## src/design/mlpq_pkg.sv

```systemverilog
package mlpq_pkg;

  typedef enum logic {
    OP_INSERT = 1'b0,
    OP_REMOVE = 1'b1
  } op_t;

  typedef enum logic [1:0] {
    ST_INSERTED = 2'd0,
    ST_REMOVED  = 2'd1,
    ST_EMPTY    = 2'd2,
    ST_DROPPED  = 2'd3
  } status_t;

  localparam int unsigned IN_DATA_W  = 24;
  localparam int unsigned OUT_DATA_W = 24;
  localparam int unsigned LEVEL_W    = 3;
  localparam int unsigned PORT_TAG_W = 16;

  typedef struct packed {
    logic                 rd_en;
    logic                 wr_en;
    status_t              status;
    logic [LEVEL_W-1:0]   level;
    logic                 all_empty;
  } issue_t;

endpackage

```

## src/design/mlpq_store.sv

```systemverilog
module mlpq_store #(
  parameter int unsigned DEPTH  = 80,
  parameter int unsigned ADDR_W = 7,
  parameter int unsigned TAG_W  = 16
) (
  input  logic              clk,
  input  logic              wr_en,
  input  logic [ADDR_W-1:0] wr_addr,
  input  logic [TAG_W-1:0]  wr_data,
  input  logic              rd_en,
  input  logic [ADDR_W-1:0] rd_addr,
  output logic [TAG_W-1:0]  rd_data_r
);

  logic [TAG_W-1:0] mem [DEPTH];

  always_ff @(posedge clk) begin
    if (wr_en) begin
      mem[wr_addr] <= wr_data;
    end
  end

  always_ff @(posedge clk) begin
    if (rd_en) begin
      rd_data_r <= mem[rd_addr];
    end
  end

endmodule

```

## src/design/mlpq_ctrl.sv

```systemverilog
module mlpq_ctrl #(
  parameter int unsigned LEVELS      = 5,
  parameter int unsigned LEVEL_DEPTH = 16,
  parameter int unsigned ADDR_W      = 7
) (
  input  logic                   clk,
  input  logic                   rst_n,
  input  logic                   accept,
  input  mlpq_pkg::op_t          op,
  input  logic [2:0]             priority_req,
  output mlpq_pkg::issue_t       issue,
  output logic [ADDR_W-1:0]      addr
);

  import mlpq_pkg::*;

  localparam int unsigned LVL_W = $clog2(LEVELS);
  localparam int unsigned IDX_W = $clog2(LEVEL_DEPTH);
  localparam int unsigned CNT_W = $clog2(LEVEL_DEPTH + 1);

  logic [IDX_W-1:0] head_r  [LEVELS];
  logic [IDX_W-1:0] head_nxt[LEVELS];
  logic [IDX_W-1:0] tail_r  [LEVELS];
  logic [IDX_W-1:0] tail_nxt[LEVELS];
  logic [CNT_W-1:0] count_r [LEVELS];
  logic [CNT_W-1:0] count_nxt[LEVELS];

  logic [LEVELS-1:0] nonempty;
  logic [LVL_W-1:0]  sel_lv;
  logic              any_held;
  logic [LVL_W-1:0]  ins_lv;
  logic              req_ok;
  logic              full;
  logic [LVL_W-1:0]  cur_lv;
  logic [IDX_W-1:0]  cur_slot;
  logic [IDX_W-1:0]  slot_inc;
  logic              do_ins;
  logic              do_rem;
  logic              all_empty;

  always_comb begin
    for (int l = 0; l < LEVELS; l++) begin
      nonempty[l] = (count_r[l] != '0);
    end
    sel_lv   = '0;
    any_held = 1'b0;
    for (int l = LEVELS - 1; l >= 0; l--) begin
      if (nonempty[l]) begin
        sel_lv   = LVL_W'(l);
        any_held = 1'b1;
      end
    end
  end

  always_comb begin
    req_ok   = ({29'd0, priority_req} < 32'(LEVELS));
    ins_lv   = LVL_W'(priority_req);
    full     = req_ok && (count_r[ins_lv] == CNT_W'(LEVEL_DEPTH));
    cur_lv   = (op == OP_REMOVE) ? sel_lv : ins_lv;
    cur_slot = (op == OP_REMOVE) ? head_r[cur_lv] : tail_r[cur_lv];
    slot_inc = (cur_slot == IDX_W'(LEVEL_DEPTH - 1)) ? '0 : cur_slot + 1'b1;
    do_ins   = accept && (op == OP_INSERT) && req_ok && !full;
    do_rem   = accept && (op == OP_REMOVE) && any_held;
  end

  always_comb begin
    all_empty = 1'b1;
    for (int l = 0; l < LEVELS; l++) begin
      head_nxt[l]  = head_r[l];
      tail_nxt[l]  = tail_r[l];
      count_nxt[l] = count_r[l];
      if (do_ins && (ins_lv == LVL_W'(l))) begin
        tail_nxt[l]  = slot_inc;
        count_nxt[l] = count_r[l] + 1'b1;
      end
      if (do_rem && (sel_lv == LVL_W'(l))) begin
        head_nxt[l]  = slot_inc;
        count_nxt[l] = count_r[l] - 1'b1;
      end
      if (count_nxt[l] != '0) begin
        all_empty = 1'b0;
      end
    end
  end

  always_comb begin
    issue.rd_en     = do_rem;
    issue.wr_en     = do_ins;
    issue.all_empty = all_empty;
    issue.level     = '0;
    if (op == OP_REMOVE) begin
      if (any_held) begin
        issue.status = ST_REMOVED;
        issue.level  = LEVEL_W'(sel_lv);
      end else begin
        issue.status = ST_EMPTY;
      end
    end else if (req_ok && !full) begin
      issue.status = ST_INSERTED;
    end else begin
      issue.status = ST_DROPPED;
    end
    addr = ADDR_W'(ADDR_W'(cur_lv) * ADDR_W'(LEVEL_DEPTH)) + ADDR_W'(cur_slot);
  end

  always_ff @(posedge clk) begin
    if (!rst_n) begin
      for (int l = 0; l < LEVELS; l++) begin
        head_r[l]  <= '0;
        tail_r[l]  <= '0;
        count_r[l] <= '0;
      end
    end else begin
      for (int l = 0; l < LEVELS; l++) begin
        head_r[l]  <= head_nxt[l];
        tail_r[l]  <= tail_nxt[l];
        count_r[l] <= count_nxt[l];
      end
    end
  end

  a_one_access: assert property (@(posedge clk) disable iff (!rst_n)
    !(issue.rd_en && issue.wr_en))
    else $error("read and write issued for one item");

  a_rd_removed: assert property (@(posedge clk) disable iff (!rst_n)
    issue.rd_en |-> (issue.status == ST_REMOVED) && accept)
    else $error("store read without a successful remove");

  a_drop_keeps: assert property (@(posedge clk) disable iff (!rst_n)
    (accept && issue.status == ST_DROPPED) |=> (count_r[0] == $past(count_r[0])))
    else $error("dropped insert changed the level state");

endmodule

```

## src/design/multilevel_priority_queue.sv

```systemverilog
// Channel  Direction  Handshake                  Payload
// in_      slave      in_tvalid / in_tready      tuser op, tdata priority_req, entry_tag
// out_     master     out_tvalid / out_tready    tuser status, tdata tag, level, all_empty
//
// One item can be taken every cycle while the output register is not held; its result passes
// through the issue stage, where every item waits for a remove's registered tag store read, then the output register.
// Reset clears the per-level head, tail and count registers; the tag store keeps no reset.
// When the output register is held, an item in the issue stage waits and in_tready falls.
module multilevel_priority_queue #(
  parameter int unsigned LEVELS      = 5,
  parameter int unsigned LEVEL_DEPTH = 16,
  parameter int unsigned TAG_BITS    = 16
) (
  input  logic                              clk,
  input  logic                              rst_n,
  input  logic                              in_tvalid,
  output logic                              in_tready,
  input  logic [mlpq_pkg::IN_DATA_W-1:0]    in_tdata,   // priority_req, entry_tag, zero pad
  input  logic                              in_tuser,   // op
  output logic                              out_tvalid,
  input  logic                              out_tready,
  output logic [mlpq_pkg::OUT_DATA_W-1:0]   out_tdata,  // served_tag, served_level, all_empty, pad
  output logic [1:0]                        out_tuser   // status
);

  import mlpq_pkg::*;

  localparam int unsigned STORE_DEPTH = LEVELS * LEVEL_DEPTH;
  localparam int unsigned ADDR_W      = $clog2(STORE_DEPTH);

  logic                   accept;
  op_t                    in_op;
  logic [2:0]             in_level;
  logic [PORT_TAG_W-1:0]  in_tag;
  issue_t                 issue;
  logic [ADDR_W-1:0]      addr;
  logic [TAG_BITS+PORT_TAG_W-1:0] wr_wide;
  logic [TAG_BITS-1:0]    rd_tag;
  logic [TAG_BITS+PORT_TAG_W-1:0] rd_wide;

  logic                   s1_valid_r;
  logic                   s1_valid_nxt;
  issue_t                 s1_issue_r;
  logic                   s1_adv;
  logic                   out_valid_r;
  logic                   out_valid_nxt;
  logic [OUT_DATA_W-1:0]  out_data_r;
  logic [OUT_DATA_W-1:0]  out_data_nxt;
  status_t                out_status_r;

  assign in_op    = op_t'(in_tuser);
  assign in_level = in_tdata[2:0];
  assign in_tag   = in_tdata[18:3];

  assign s1_adv    = s1_valid_r && (!out_valid_r || out_tready);
  assign in_tready = !s1_valid_r || s1_adv;
  assign accept    = in_tvalid && in_tready;

  assign wr_wide = {{TAG_BITS{1'b0}}, in_tag};
  assign rd_wide = {{PORT_TAG_W{1'b0}}, rd_tag};

  mlpq_ctrl #(
    .LEVELS      (LEVELS),
    .LEVEL_DEPTH (LEVEL_DEPTH),
    .ADDR_W      (ADDR_W)
  ) u_ctrl (
    .clk          (clk),
    .rst_n        (rst_n),
    .accept       (accept),
    .op           (in_op),
    .priority_req (in_level),
    .issue        (issue),
    .addr         (addr)
  );

  mlpq_store #(
    .DEPTH  (STORE_DEPTH),
    .ADDR_W (ADDR_W),
    .TAG_W  (TAG_BITS)
  ) u_store (
    .clk       (clk),
    .wr_en     (issue.wr_en),
    .wr_addr   (addr),
    .wr_data   (wr_wide[TAG_BITS-1:0]),
    .rd_en     (issue.rd_en),
    .rd_addr   (addr),
    .rd_data_r (rd_tag)
  );

  always_comb begin
    s1_valid_nxt = s1_valid_r;
    if (accept) begin
      s1_valid_nxt = 1'b1;
    end else if (s1_adv) begin
      s1_valid_nxt = 1'b0;
    end
    out_valid_nxt = out_valid_r;
    if (s1_adv) begin
      out_valid_nxt = 1'b1;
    end else if (out_tready) begin
      out_valid_nxt = 1'b0;
    end
    out_data_nxt = '0;
    if (s1_issue_r.status == ST_REMOVED) begin
      out_data_nxt[15:0] = rd_wide[PORT_TAG_W-1:0];
    end
    out_data_nxt[18:16] = s1_issue_r.level;
    out_data_nxt[19]    = s1_issue_r.all_empty;
  end

  always_ff @(posedge clk) begin
    if (!rst_n) begin
      s1_valid_r  <= 1'b0;
      out_valid_r <= 1'b0;
    end else begin
      s1_valid_r  <= s1_valid_nxt;
      out_valid_r <= out_valid_nxt;
    end
  end

  always_ff @(posedge clk) begin
    if (accept) begin
      s1_issue_r <= issue;
    end
    if (s1_adv) begin
      out_data_r   <= out_data_nxt;
      out_status_r <= s1_issue_r.status;
    end
  end

  assign out_tvalid = out_valid_r;
  assign out_tdata  = out_data_r;
  assign out_tuser  = out_status_r;

  a_rd_hold: assert property (@(posedge clk) disable iff (!rst_n)
    (s1_valid_r && !s1_adv && s1_issue_r.status == ST_REMOVED) |=> $stable(rd_tag))
    else $error("read data changed while its item was stalled");

  a_tag_zero: assert property (@(posedge clk) disable iff (!rst_n)
    (out_valid_r && out_status_r != ST_REMOVED) |-> (out_data_r[18:0] == '0))
    else $error("tag or level reported without a remove");

  a_no_accept_full: assert property (@(posedge clk) disable iff (!rst_n)
    (s1_valid_r && out_valid_r && !out_tready) |-> !accept)
    else $error("item taken while both stages were held");

endmodule

```

## config.mk

```make
export PLATFORM = sky130hd
export DESIGN_NAME = multilevel_priority_queue
export DESIGN_NICKNAME = d
export VERILOG_FILES = /design/src/design/mlpq_pkg.sv /design/src/design/mlpq_store.sv /design/src/design/mlpq_ctrl.sv /design/src/design/multilevel_priority_queue.sv
export SDC_FILE = /design/constraint.sdc
export NUM_CORES = 2
export LEC_CHECK = 0
export BUFFER_PORTS_ARGS = -buffer_cell sky130_fd_sc_hd__buf_2
export CORE_MARGIN = 1.5
export CORE_UTILIZATION = 40
export CTS_CLUSTER_SIZE = 14
export DETAILED_ROUTE_END_ITERATION = 10
export SYNTH_ARGS = -nofsm -noshare
export SYNTH_HDL_FRONTEND = slang
export SYNTH_SLANG_ARGS = --single-unit
export TNS_END_PERCENT = 10
```

## constraint.sdc

```tcl
create_clock -name clk -period 7.8 [get_ports clk]
set_input_delay 1.56 -clock clk [delete_from_list [all_inputs] [get_ports clk]]
set_output_delay 1.56 -clock clk [all_outputs]
set_load 0.01 [all_outputs]
```

==> run_results.csv <==
group,metric,value,unit
outcome,outcome,"completed",
sta,setup_viol,0,
logic_synthesis,synth-seq-cells,1391,
drt,vias,34683,
drt,drt_pre_antenna_iters,8,
sta,slew-limit-headroom,15.5,%
floorplanning,io_pins,57,
min_path,hold_path.class,"reg2reg",
drt,drc,0,
min_path,hold_end,"out_tdata[16]",
sta,finalCritPeriodShare,81.1,%
critical_path,r2r_setup_slack,1.49,ns
place,gp_congestion,0.906,
global_routing,gr-total-overflow,0,
sta,rsz0062_at_grt,"no",
place,io_buffers,47,
finish,layout_commonest_cell,"edfxtp_1",
floorplanning,dieArea,142000,um^2
sta,maxSlewViolCount,0,
critical_path,cp_top_family,"compound AO/OA/AOI/OAI gates",
global_routing,antenna_found_initial,4,
critical_path,end_kind,"flip-flop",
logic_synthesis,seq_area_frac_synth,74.4,%
finish,area_growth,14.3,%
floorplanning,dieWidth,376,um
logic_synthesis,postSynth.asyncResetShare,0,%
logic_synthesis,synth.distinct_cells,102,
clock_network,cts_tree,"done",
clock_network,cts.repair.resized,0,
finish,final_area,63700,um^2
critical_path,crit_fanout,24,
drt,avgViaCountPerCell,6.05,
finish,regArea,41500,um^2
logic_synthesis,syn_area,55800,um^2
pwr,ir_worst_vdd,0.000228,V
critical_path,reg2reg_to,"u_store.rd_data_r[15]",
pwr,p_leak,20.9,nW
clock_network,h-tree-depth,4,
drt,wl_per_cell,29.4,um
clock_network,clk_pin_slew,0.06,ns
floorplanning,num_rows,136,
critical_path,slowest_stage,"a2111oi_0",
pwr,p_switching,6.50,mW
drt,drtAntennaViolNets,0,
sta,finalWorstPathRequiredPeriod,6.32,ns
finish,post-route-util,46.2,%
sta,fin_tns_setup,0,ns
clock_network,clock_sinks,1391,
sta,fmax,158,MHz
min_path,min-delay-start,"out_data_nxt[16]",
global_routing,grt_pass1_vias,32817,
clock_network,root_buffer,"clkbuf_16",
critical_path,r2r_cells,15,
finish,drive_gt1_share,16.5,%
critical_path,startpoint_type,"primary input",
clock_network,clock_path_buffers,3,
finish,multiInputGateArea,13200,um^2
critical_path,path_cells,"buf_2 > nor2b_1 > a21oi_1 > o21ai_0 > a31o_2 > o211a_4 > nor2_8 > buf_12 > buf_4 > mux2i_1 > o22ai_1 > a2111oi_0 > nor3_1 > nand4b_1",
finish,n_fill_cell,11859,
place,dpl_cell_area,59200,um^2
clock_network,clkLatencyLatePin,0.78,ns
logic_synthesis,synth_ff_type,"edfxtp_1",
sta,whs,0.422,ns
floorplanning,start_util,40.5,%
global_routing,grt_max_degree,87,
place,place_hpwl,99200,um
clock_network,numCtsBuffers,145,
flow_run,drv_cap,0,
critical_path,cp.required,8.19,ns
critical_path,crit_buf_inv,3,
logic_synthesis,synth-edff-count,1364,
pwr,combPwrFrac,25.2,%
global_routing,grt_first_pass_wirelength,239000,um
logic_synthesis,avgSynthCellArea,15.3,um^2
logic_synthesis,syn_inst,3635,
critical_path,cpPeakStageDelay,0.74,ns
finish,fin_nets,3878,
critical_path,r2r-start,"u_ctrl.count_r[2][0]",
logic_synthesis,synth.yosys.warnings,0,
floorplanning,die_y,376,um
global_routing,grt_use_total,23.5,%
drt,drt-initial-drc-count,5096,
clock_network,postCtsHoldBufs,0,
finish,final_cell_mix,"1364 x edfxtp_1, 488 x nand2_1, 206 x buf_4",
min_path,hold_path_depth,0,
drt,wirelength,169000,um
critical_path,arrival,6.71,ns
pwr,clkPwrFrac,33.1,%
sta,worst_pin_slew,1.26,ns
pwr,p_seq_share,41.7,%
floorplanning,coreArea,138000,um^2
sta,fin_worst_skew,0.0192,ns
pwr,p_per_area,316,nW/um^2
pwr,switching_share,32.2,%
critical_path,critPathKind,"in2reg",
clock_network,post_cts_buffers,0,
sta,finalHoldViolCount,0,
pwr,p_int,13.7,mW
-- logic make-up after synthesis --
logic type                 count (synthesis)  synth area share [%]
AOI/OAI and AO/OA                        660                  8.57
muxes                                    268                  5.40
and+or+nand+nor                         1033                  8.62
buffers and inverters                    248                  2.34
adders and majority gates                 16                 0.359
DFF                                     1391                  74.4
xor gates and xnor gates                  18                 0.283
other                                      1               0.00672
-- sequential cells by signal (all words and copies together), names as in the netlist --
name and count:
u_store.mem 1280, u_store.rd_data_r 16, u_ctrl.count_r 25, u_ctrl.tail_r 20, out_data_nxt 4, s1_issue_r 2
u_ctrl.head_r 20, out_tuser 2, s1_valid_r 1, out_tdata 20, out_tvalid 1
-- power groups by stage --
stage / combinational (mW) / clock [mW] / sequential [mW]
floorplan: 2.75 / 0 / 8.55
global placement: 4.95 / 0 / 8.56
detailed placement: 4.97 / 0 / 8.56
CTS: 4.98 / 6.73 / 8.41
global route: 5.27 / 7.02 / 8.41
finish: 5.09 / 6.67 / 8.40
-- through the flow --
stage / total power, mW / cells / worst slack [ns]
6_report: 20.2 / 5732 / 1.48
4_1_cts: 20.1 / 5731 / 1.74
2_1_floorplan: 11.3 / 3638 / 1.79
3_3_place_gp: 13.5 / 5480 / 1.02
5_1_grt: 20.7 / 5731 / 1.47
3_5_place_dp: 13.5 / 5480 / 0.958
-- worst max-delay path by stage --
stage	slack, ns	depth (start not counted)	startpoint	end
global route	1.47	14	u_ctrl.count_r[2][0]	u_store.rd_data_r[11]
detailed placement	0.96	13	in_tuser	u_store.rd_data_r[11]
finish	1.48	14	in_tuser	u_store.rd_data_r[15]
CTS	1.74	14	u_ctrl.count_r[2][0]	u_store.rd_data_r[11]
floorplan	1.79	14	in_tdata[0]	u_store.mem[46][0]
global placement	1.02	13	in_tuser	u_store.rd_data_r[6]
-- layer usage --
layer  GRT usage, %  vias up  share of wire, %
met5              0        -            0.0077
met3           5.25      283                10
li1               -    14684                 -
met2           36.4     1873                46
met1           32.9    17841                41
met4           7.57        2               3.0
-- area by class of cell --
cell class              count  share of cell area (%)
multi-input cells        1999                    20.7
flip-flops and latches   1391                    65.1
well taps                1794                    3.52
clock inverters            70                    1.03
repair buffers            273                    3.45
diodes                      1                 0.00393
clock buffers             181                    6.01
inverters                  23                   0.151
-- Yosys cell counts, types with 6 or more instances --
master	count	area, um^2
o22ai_1	17	106
nor3_1	34	170
o221ai_1	12	105
buf_4	31	233
nand4_1	28	175
mux2_2	94	1060
a21oi_1	109	546
inv_1	20	75.1
and3_1	55	344
or3_1	9	56.3
o22a_1	6	52.6
a221oi_1	78	683
edfxtp_1	1364	41000
clkbuf_1	72	270
buf_2	97	485
a2111oi_0	7	61.3
a211oi_1	41	308
o21ai_0	103	515
mux4_2	17	383
o2bb2ai_1	7	61.3
dfxtp_1	27	541
and2_1	35	219
o211ai_1	34	255
a311oi_1	24	210
ha_1	16	200
o31ai_1	6	45.0
mux2i_1	157	1570
a31oi_1	23	144
o21ai_1	8	40.0
xor2_1	7	61.3
a22oi_1	64	480
a32oi_1	39	342
a2111o_1	6	67.6
buf_1	9	33.8
nand2_1	491	1840
buf_6	11	124
nor2b_1	8	50.1
nor4_1	20	125
xnor2_1	11	96.3
a221o_1	13	130
nand3_1	184	921
nor2_1	124	465
-- worst reg2reg max path, stage by stage (launching register included) --
cell	delay (ns)
dfxtp_1	0.34
inv_1	0.15
ha_1	0.19
or4b_4	0.51
o211ai_1	0.82
nand3_1	0.17
a31o_2	0.33
o211a_4	0.38
nor2_8	0.60
buf_12	0.31
buf_4	0.32
mux2i_1	0.25
o22ai_1	0.10
a2111oi_0	0.74
nor3_1	0.24
nand4b_1	0.46
No activity file was read; power rests on OpenSTA's default activity.
